===== config.mk =====
export PLATFORM = sky130hd
export DESIGN_NAME = overlay_window_alpha_blender_flat
export DESIGN_NICKNAME = d
export VERILOG_FILES = /design/src/rtl/owab_pkg.sv /design/src/rtl/owab_if.sv /design/src/rtl/overlay_window_alpha_blender.sv /design/src/flat_wrapper.sv
export SDC_FILE = /design/constraint.sdc
export NUM_CORES = 2
export LEC_CHECK = 0
export ABC_AREA = 1
export BUFFER_PORTS_ARGS = -buffer_cell sky130_fd_sc_hd__buf_2
export CAP_MARGIN = 10
export CORE_ASPECT_RATIO = 0.6
export CORE_MARGIN = 2
export CORE_UTILIZATION = 50
export CTS_CLUSTER_SIZE = 8
export DETAILED_ROUTE_END_ITERATION = 8
export PLACE_DENSITY_LB_ADDON = 0.25
export SETUP_SLACK_MARGIN = 0.5
export SLEW_MARGIN = 20
export SYNTH_ARGS = -nofsm -noshare
export SYNTH_HDL_FRONTEND = slang
export SYNTH_SLANG_ARGS = --single-unit

===== constraint.sdc =====
create_clock -name clk -period 7.16 [get_ports clk]
set_input_delay 0.358 -clock clk [delete_from_list [all_inputs] [get_ports clk]]
set_output_delay 0.358 -clock clk [all_outputs]
set_load 0.05 [all_outputs]

===== src/rtl/owab_pkg.sv =====
package owab_pkg;

    // pixel and field widths
    localparam int PIXEL_W      = 32;
    localparam int DEST_W       = 24;
    localparam int COORD_W      = 13;
    localparam int WIN_WIDTH_W  = 10;
    localparam int WIN_HEIGHT_W = 8;

    // configuration port
    localparam int CFG_INDEX_W  = 3;
    localparam int CFG_DATA_W   = 13;

    // register indexes
    localparam logic [CFG_INDEX_W-1:0] REG_WIN_X         = 3'd0;
    localparam logic [CFG_INDEX_W-1:0] REG_WIN_Y         = 3'd1;
    localparam logic [CFG_INDEX_W-1:0] REG_WIN_WIDTH     = 3'd2;
    localparam logic [CFG_INDEX_W-1:0] REG_WIN_HEIGHT    = 3'd3;
    localparam logic [CFG_INDEX_W-1:0] REG_SCREEN_WIDTH  = 3'd4;
    localparam logic [CFG_INDEX_W-1:0] REG_SCREEN_HEIGHT = 3'd5;
    localparam logic [CFG_INDEX_W-1:0] REG_ROW_PITCH     = 3'd6;
    localparam logic [CFG_INDEX_W-1:0] REG_OVERLAY_ON    = 3'd7;

    // alpha codes
    localparam logic [7:0] ALPHA_CLEAR  = 8'h00;
    localparam logic [7:0] ALPHA_OPAQUE = 8'hFF;

    typedef logic [PIXEL_W-1:0]     pixel_t;
    typedef logic [DEST_W-1:0]      dest_t;
    typedef logic [CFG_INDEX_W-1:0] cfg_index_t;
    typedef logic [CFG_DATA_W-1:0]  cfg_data_t;

endpackage


===== src/rtl/owab_if.sv =====
interface owab_in_if;
    logic             valid;
    logic             ready;
    owab_pkg::pixel_t overlay_pixel;
    owab_pkg::pixel_t background_pixel;

    modport source (output valid, output overlay_pixel, output background_pixel,
                    input ready);
    modport sink (input valid, input overlay_pixel, input background_pixel,
                  output ready);
endinterface

interface owab_out_if;
    logic             valid;
    logic             ready;
    logic             write_enable;
    owab_pkg::dest_t  dest_index;
    owab_pkg::pixel_t result_pixel;
    logic             window_valid;
    logic             last_of_window;

    modport source (output valid, output write_enable, output dest_index,
                    output result_pixel, output window_valid, output last_of_window,
                    input ready);
    modport sink (input valid, input write_enable, input dest_index,
                  input result_pixel, input window_valid, input last_of_window,
                  output ready);
endinterface

interface owab_cfg_if;
    logic                 valid;
    logic                 ready;
    owab_pkg::cfg_index_t index;
    owab_pkg::cfg_data_t  data;

    modport source (output valid, output index, output data, input ready);
    modport sink (input valid, input index, input data, output ready);
endinterface


===== src/rtl/overlay_window_alpha_blender.sv =====
// an accepted pixel word goes through the input register, then the result register
// throughput: one pixel word per cycle while result.ready is high, via the register pair
// the configuration port takes a write in every cycle
// reset: config registers, window counters and valid flags clear to zero;
// pixel payload registers are not reset
module overlay_window_alpha_blender #(
    parameter int MAX_W = 512,
    parameter int MAX_H = 128
) (
    input  logic           clk,
    input  logic           rst_n,
    owab_cfg_if.sink       cfg,
    owab_in_if.sink        pixel,
    owab_out_if.source     result
);

    // counter widths follow the largest window
    localparam int CW = (MAX_W > 1) ? $clog2(MAX_W) : 1;
    localparam int RW = (MAX_H > 1) ? $clog2(MAX_H) : 1;
    localparam int CW_EXT = owab_pkg::COORD_W;

    // per-lane blend: (ov*a + bg*(255-a)) >> 8
    function automatic logic [7:0] blend_lane(
        input logic [7:0] ov,
        input logic [7:0] bg,
        input logic [7:0] a
    );
        logic [15:0] sum;
        begin
            sum = 16'(ov) * 16'(a) + 16'(bg) * 16'(8'hFF - a);
            return sum[15:8];
        end
    endfunction

    // configuration registers
    logic signed [owab_pkg::COORD_W-1:0]  win_x_reg;
    logic signed [owab_pkg::COORD_W-1:0]  win_y_reg;
    logic [owab_pkg::WIN_WIDTH_W-1:0]     win_width_reg;
    logic [owab_pkg::WIN_HEIGHT_W-1:0]    win_height_reg;
    logic [owab_pkg::COORD_W-1:0]         screen_width_reg;
    logic [owab_pkg::COORD_W-1:0]         screen_height_reg;
    logic [owab_pkg::COORD_W-1:0]         row_pitch_reg;
    logic                                 overlay_on_reg;

    // window scan counters
    logic [CW-1:0] col_reg, col_next;
    logic [RW-1:0] row_reg, row_next;

    // input register stage
    logic             s1_valid_reg;
    owab_pkg::pixel_t s1_ov_reg;
    owab_pkg::pixel_t s1_bg_reg;
    logic [CW-1:0]    s1_col_reg;
    logic [RW-1:0]    s1_row_reg;
    logic             s1_last_reg;

    // result register stage
    logic             out_valid_reg;
    logic             out_we_reg,    out_we_next;
    owab_pkg::dest_t  out_dest_reg,  out_dest_next;
    owab_pkg::pixel_t out_pix_reg,   out_pix_next;
    logic             out_wv_reg,    out_wv_next;
    logic             out_last_reg;

    // flow control
    logic out_free;
    logic s1_free;
    logic in_fire;
    logic s1_move;

    // window checks
    logic dims_ok;
    logic last_col;
    logic last_row;
    logic win_valid;

    // address path
    logic [CW_EXT-1:0]     row_pos;
    logic [CW_EXT-1:0]     col_pos;
    logic [2*CW_EXT-1:0]   row_base;
    logic [7:0]            alpha;

    assign out_free = !out_valid_reg || result.ready;
    assign s1_free  = !s1_valid_reg || out_free;
    assign in_fire  = pixel.valid && s1_free;
    assign s1_move  = s1_valid_reg && out_free;

    assign pixel.ready = s1_free;
    assign cfg.ready   = 1'b1;

    // ---------------------------------------------------------------
    // configuration writes
    // ---------------------------------------------------------------
    always_ff @(posedge clk or negedge rst_n)
    begin
        if (!rst_n)
        begin
            win_x_reg         <= '0;
            win_y_reg         <= '0;
            win_width_reg     <= '0;
            win_height_reg    <= '0;
            screen_width_reg  <= '0;
            screen_height_reg <= '0;
            row_pitch_reg     <= '0;
            overlay_on_reg    <= 1'b0;
        end
        else if (cfg.valid)
        begin
            case (cfg.index)
                owab_pkg::REG_WIN_X:         win_x_reg         <= cfg.data;
                owab_pkg::REG_WIN_Y:         win_y_reg         <= cfg.data;
                owab_pkg::REG_WIN_WIDTH:
                    win_width_reg <= cfg.data[owab_pkg::WIN_WIDTH_W-1:0];
                owab_pkg::REG_WIN_HEIGHT:
                    win_height_reg <= cfg.data[owab_pkg::WIN_HEIGHT_W-1:0];
                owab_pkg::REG_SCREEN_WIDTH:  screen_width_reg  <= cfg.data;
                owab_pkg::REG_SCREEN_HEIGHT: screen_height_reg <= cfg.data;
                owab_pkg::REG_ROW_PITCH:     row_pitch_reg     <= cfg.data;
                owab_pkg::REG_OVERLAY_ON:    overlay_on_reg    <= cfg.data[0];
                default: ;
            endcase
        end
    end

    // ---------------------------------------------------------------
    // scan counters: step on every accepted word while the window size
    // is legal; a counter at or past the final place counts as there
    // ---------------------------------------------------------------
    assign dims_ok = (win_width_reg != '0) && (32'(win_width_reg) <= MAX_W) &&
                     (win_height_reg != '0) && (32'(win_height_reg) <= MAX_H);
    assign last_col = dims_ok && (32'(col_reg) >= 32'(win_width_reg) - 32'd1);
    assign last_row = dims_ok && (32'(row_reg) >= 32'(win_height_reg) - 32'd1);

    always_comb
    begin
        col_next = col_reg;
        row_next = row_reg;
        if (!dims_ok)
        begin
            col_next = '0;
            row_next = '0;
        end
        else if (last_col)
        begin
            col_next = '0;
            row_next = last_row ? '0 : row_reg + RW'(1);
        end
        else
        begin
            col_next = col_reg + CW'(1);
        end
    end

    always_ff @(posedge clk or negedge rst_n)
    begin
        if (!rst_n)
        begin
            col_reg <= '0;
            row_reg <= '0;
        end
        else if (in_fire)
        begin
            col_reg <= col_next;
            row_reg <= row_next;
        end
    end

    // ---------------------------------------------------------------
    // input register: pixel word plus its place in the window
    // ---------------------------------------------------------------
    always_ff @(posedge clk or negedge rst_n)
    begin
        if (!rst_n)
        begin
            s1_valid_reg <= 1'b0;
        end
        else if (s1_free)
        begin
            s1_valid_reg <= pixel.valid;
        end
    end

    always_ff @(posedge clk)
    begin
        if (in_fire)
        begin
            s1_ov_reg   <= pixel.overlay_pixel;
            s1_bg_reg   <= pixel.background_pixel;
            s1_col_reg  <= col_reg;
            s1_row_reg  <= row_reg;
            s1_last_reg <= last_col && last_row;
        end
    end

    // ---------------------------------------------------------------
    // blend and address: window must be on, legal and fully on screen
    // ---------------------------------------------------------------
    assign win_valid = overlay_on_reg && dims_ok &&
                       !win_x_reg[CW_EXT-1] && !win_y_reg[CW_EXT-1] &&
                       ((14'(win_x_reg[CW_EXT-2:0]) + 14'(win_width_reg)) <=
                        14'(screen_width_reg)) &&
                       ((14'(win_y_reg[CW_EXT-2:0]) + 14'(win_height_reg)) <=
                        14'(screen_height_reg));

    assign row_pos  = CW_EXT'(win_y_reg[CW_EXT-2:0]) + CW_EXT'(s1_row_reg);
    assign col_pos  = CW_EXT'(win_x_reg[CW_EXT-2:0]) + CW_EXT'(s1_col_reg);
    assign row_base = (2*CW_EXT)'(row_pos) * (2*CW_EXT)'(row_pitch_reg);
    assign alpha    = s1_ov_reg[31:24];

    always_comb
    begin
        out_we_next   = 1'b0;
        out_dest_next = '0;
        out_pix_next  = '0;
        out_wv_next   = win_valid;
        if (win_valid)
        begin
            out_dest_next = row_base[owab_pkg::DEST_W-1:0] +
                            owab_pkg::DEST_W'(col_pos);
            if (alpha == owab_pkg::ALPHA_OPAQUE)
            begin
                out_we_next  = 1'b1;
                out_pix_next = s1_ov_reg;
            end
            else if (alpha != owab_pkg::ALPHA_CLEAR)
            begin
                // partial alpha: mix color lanes, result is opaque
                out_we_next  = 1'b1;
                out_pix_next = {owab_pkg::ALPHA_OPAQUE,
                                blend_lane(s1_ov_reg[23:16], s1_bg_reg[23:16], alpha),
                                blend_lane(s1_ov_reg[15:8],  s1_bg_reg[15:8],  alpha),
                                blend_lane(s1_ov_reg[7:0],   s1_bg_reg[7:0],   alpha)};
            end
        end
    end

    // ---------------------------------------------------------------
    // result register: holds a word until the sink takes it
    // ---------------------------------------------------------------
    always_ff @(posedge clk or negedge rst_n)
    begin
        if (!rst_n)
        begin
            out_valid_reg <= 1'b0;
        end
        else if (out_free)
        begin
            out_valid_reg <= s1_valid_reg;
        end
    end

    always_ff @(posedge clk)
    begin
        if (s1_move)
        begin
            out_we_reg   <= out_we_next;
            out_dest_reg <= out_dest_next;
            out_pix_reg  <= out_pix_next;
            out_wv_reg   <= out_wv_next;
            out_last_reg <= s1_last_reg;
        end
    end

    assign result.valid          = out_valid_reg;
    assign result.write_enable   = out_we_reg;
    assign result.dest_index     = out_dest_reg;
    assign result.result_pixel   = out_pix_reg;
    assign result.window_valid   = out_wv_reg;
    assign result.last_of_window = out_last_reg;

endmodule


===== src/flat_wrapper.sv =====
// flat-port wrapper written by rule: the top's interface ports become plain ports
module overlay_window_alpha_blender_flat 
#(
    parameter int MAX_W = 512,
    parameter int MAX_H = 128
)
  (clk, rst_n, cfg_valid, cfg_index, cfg_data, cfg_ready, pixel_valid, pixel_overlay_pixel, pixel_background_pixel, pixel_ready, result_valid, result_write_enable, result_dest_index, result_result_pixel, result_window_valid, result_last_of_window, result_ready);
  owab_cfg_if cfg_i ();
  owab_in_if pixel_i ();
  owab_out_if result_i ();
  input  logic clk;
  input  logic rst_n;
  input wire logic [$bits(cfg_i.valid)-1:0] cfg_valid;
  input wire logic [$bits(cfg_i.index)-1:0] cfg_index;
  input wire logic [$bits(cfg_i.data)-1:0] cfg_data;
  output wire logic [$bits(cfg_i.ready)-1:0] cfg_ready;
  input wire logic [$bits(pixel_i.valid)-1:0] pixel_valid;
  input wire logic [$bits(pixel_i.overlay_pixel)-1:0] pixel_overlay_pixel;
  input wire logic [$bits(pixel_i.background_pixel)-1:0] pixel_background_pixel;
  output wire logic [$bits(pixel_i.ready)-1:0] pixel_ready;
  output wire logic [$bits(result_i.valid)-1:0] result_valid;
  output wire logic [$bits(result_i.write_enable)-1:0] result_write_enable;
  output wire logic [$bits(result_i.dest_index)-1:0] result_dest_index;
  output wire logic [$bits(result_i.result_pixel)-1:0] result_result_pixel;
  output wire logic [$bits(result_i.window_valid)-1:0] result_window_valid;
  output wire logic [$bits(result_i.last_of_window)-1:0] result_last_of_window;
  input wire logic [$bits(result_i.ready)-1:0] result_ready;
  assign cfg_i.valid = cfg_valid;
  assign cfg_i.index = cfg_index;
  assign cfg_i.data = cfg_data;
  assign cfg_ready = cfg_i.ready;
  assign pixel_i.valid = pixel_valid;
  assign pixel_i.overlay_pixel = pixel_overlay_pixel;
  assign pixel_i.background_pixel = pixel_background_pixel;
  assign pixel_ready = pixel_i.ready;
  assign result_valid = result_i.valid;
  assign result_write_enable = result_i.write_enable;
  assign result_dest_index = result_i.dest_index;
  assign result_result_pixel = result_i.result_pixel;
  assign result_window_valid = result_i.window_valid;
  assign result_last_of_window = result_i.last_of_window;
  assign result_i.ready = result_ready;
  overlay_window_alpha_blender #(.MAX_W(MAX_W), .MAX_H(MAX_H)) u_core (.clk(clk), .rst_n(rst_n), .cfg(cfg_i), .pixel(pixel_i), .result(result_i));
endmodule

==> impl_summary.log <==
[metrics] outcome: finished clean
[metrics] flip-flop and latch count after synthesis: 234
[metrics] number of setup violations in the final report: 0
[metrics] final setup margin: about 0.48 ns
[metrics] Remaining DRCs: 0
[metrics] crit-path most repeated cell: fa_1
[metrics] finished layout cell area: 33,400 µm²
[metrics] largest cells by area after synthesis: fa_1 29%, ha_1 14%, edfxtp_1 13%, inv_1 10%, nand2_1 8.8%
[metrics] synthesized instance count: 3,473
[metrics] start-to-end type of the worst setup path: flip-flop to flip-flop
[metrics] kind of end point of the critical path: flip-flop
[metrics] max-slew violation total from the final report: 0
[metrics] post-synthesis instance area: approximately 30,000 µm²
[metrics] fraction of final layout cells sized beyond drive strength 1: around a tenth
[metrics] critical path data required time: about 7.5 ns
[metrics] proportion of register bits with asynchronous set or reset after synthesis: a little over two fifths
[metrics] Area Overhead vs Synth: 12.4%
[metrics] antenna-violating nets left: 0
[metrics] placed wire-length estimate: approximately 60,000 µm
[metrics] Hold Slack: between 0.1 and 0.15 ns
[metrics] final hold violations: 0
[metrics] number of distinct library cells after synthesis: 48
[metrics] first-pass iteration count of the detailed router: 6
[metrics] number of buffers inserted by port buffering: around 140
[metrics] maximum number of pins on one net before global-route repair: 76
[metrics] Tcrit/Tclk final: 93.3%
[metrics] average footprint of a synthesized cell: around 8.6 µm²
[metrics] area share of the largest cell type after synthesis: between 20% and 30%
[metrics] wire per inst: approximately 17 µm
[metrics] routability congestion estimate: between 0.9 and 1
[metrics] Final nets: approximately 4,500
[metrics] Worst Setup Start Kind: flip-flop
[metrics] Post-DP Area: roughly 31,000 µm²
[metrics] slowest library cell on the worst path: fa_1
[metrics] Die ar.: about 61,000 µm²
[metrics] fill cell total of the finished layout: about 5,300
[metrics] Post-Place Worst Slack: 0.163 ns
[metrics] Slew @ Worst Pin: 1.01 ns
[metrics] die height: between 150 and 200 µm
[metrics] CTS buffer count: 36
[metrics] die width: 319 µm
[metrics] TritonCTS clock tree: yes
[metrics] peak per-stage delay on the critical path: 0.57 ns
[metrics] count leader, synth: inv_1
[metrics] starting DRC count in detailed routing: around 2,000
[metrics] Yosys warnings: 0
[metrics] Ports: 147
[metrics] total global-route track usage: 26.3%
[metrics] achievable frequency: between 100 and 150 MHz
[metrics] clock buffer depth: 3
[metrics] worst slew margin relative to its limit: between 30 and 40%
[metrics] syn_nets: 4,316
[metrics] Setup TNS Final: 0 ns
[metrics] global-route wire length before repair: roughly 120,000 µm
[metrics] Core Rows: just under 70
[metrics] leading post-synthesis cells by instance count: 809 x inv_1, 699 x nand2_1, 426 x fa_1
[metrics] number of antenna violations at the first check in global routing: 0
[metrics] via-per-instance ratio: about 5.1
[metrics] core box area: 59,000 µm²
[metrics] RSZ-0062 raised after global routing: true
[metrics] clock tree root buffer cell: clkbuf_16
[metrics] clock latency on the worst-skew pair: between 0.5 and 0.6 ns
[metrics] WL final: just under 80,000 µm
[metrics] minimum period implied by the final worst setup slack: around 6.7 ns
[metrics] CP arrival: between 6 and 7 ns
[metrics] total number of vias: between 20,000 and 25,000
[metrics] Post-synth top flop: edfxtp_1
[metrics] number of levels the H-tree was split into: 2
[metrics] Hold/Removal Path Class: primary input to flip-flop
[metrics] leading area contributor after synthesis: fa_1
[metrics] proportion of synthesized chip area in sequential cells: roughly 22%
[metrics] number of global-route vias before repair: 22,464
[metrics] clock sink count: ~230
[metrics] gr ovfl total: 0
[metrics] number of enable-type register cells in the synthesized netlist: about 130
[metrics] worst clock skew: ~0.035 ns
[metrics] maximum fanout count along the critical path: 5
[metrics] diodes inserted: 0
[metrics] max-cap violation count: 0
[metrics] clock transition at the register clock pins on the worst setup and hold paths after CTS: around 0.05 ns
[metrics] starting density of the core: 50.4%
## layout make-up
type / count / area, µm² / share of cell area [%]
clock buffers: 56 / 996 / 2.98
repair buffers: 245 / 1680 / 5.03
inverters: 817 / 3080 / 9.22
clock inverters: 5 / 78.8 / 0.236
flip-flops and latches: 234 / 6520 / 19.5
well taps: 781 / 977 / 2.93
multi-input cells: 2328 / 20100 / 60.1
## cell families after synthesis
kind of cell	Yosys count	synth area share, %
buffers and inverters	912	11.6
DFF	234	21.9
AOI/OAI and AO/OA	278	5.02
xor gates and xnor gates	70	2.11
adders and majority gates	758	42.7
other	1	0.0126
and+or+nand+nor	1220	16.6
## metrics by stage
stage,cells,utilization [%]
after global placement,4324,53.0
after global routing,4466,56.6
after floorplan,3473,-
after detailed placement,4324,53.0
final,4466,56.6
after CTS,4447,56.0
## path summary, 6_finish.rpt
kind                                                         start                                         end  slack (ns)  cells after the start
setup / recovery                   u_core.win_y_reg[0]$_DFFE_PN0P_  u_core.result.dest_index[21]$_SDFFCE_PN0P_        0.48                     25
hold / removal                                        result_ready             u_core.result.valid$_DFFE_PN0P_        0.10                      4
setup reg to reg                   u_core.win_y_reg[0]$_DFFE_PN0P_  u_core.result.dest_index[21]$_SDFFCE_PN0P_        0.48                     25
hold reg to reg            u_core.screen_height_reg[3]$_DFFE_PN0P_     u_core.screen_height_reg[3]$_DFFE_PN0P_        0.48                      2
max in group asynchronous                                    rst_n               u_core.col_reg[1]$_DFFE_PN0P_        5.88                      3
min in group asynchronous                                    rst_n             u_core.win_y_reg[8]$_DFFE_PN0P_        0.24                      2
## worst max-delay path, delay by kind of cell (launching register included)
family / cells / cell delay (ns)
flops: 1 / 0.37
fa+ha+maj: 9 / 3.90
simple gates: 4 / 0.38
compound gates: 6 / 1.16
buf+inv: 5 / 0.38
xor+xnor: 1 / 0.22
## repair_timing
action / in CTS / in global routing
pin swaps: 3 / 51
hold endpoints to repair: 84 / 0
cloned: 0 / 1
gates resized for setup: 17 / 75
endpoints found under the setup margin: 14 / 16
buffers inserted: 4 / 18
hold buffers: 58 / 0
## layer usage
| metal | GRT usage [%] | up-vias | share of wire [%] |
|---|---|---|---|
| met2 | 34.4 | 941 | 37 |
| met1 | 42.0 | 11006 | 50 |
| met3 | 8.26 | 62 | 11 |
| met4 | 4.25 | 0 | 1.1 |
| met5 | 0 | - | 0 |
| li1 | - | 10889 | - |
## layout by cell type (no fill, tap or decap), drive strengths merged, types with 3 or more instances in the layout
cell type      n
nand2        704
or2           14
nand4         17
a21boi         5
ha           332
inv          811
fa           426
nand3        113
a21oi        110
dfrtp        102
edfxtp       132
nor3b          7
a21o           7
a31oi          8
o21ai        134
xnor2         24
clkinvlp       3
xor2          46
nor2         346
o21bai         8
dlygate4sd3   58
buf          187
nor3          13
clkinv         7
clkbuf        56
Power is left out: the tool's default activity adds up to more than one toggle a clock period on the data nets, which glitch-free logic cannot reach.
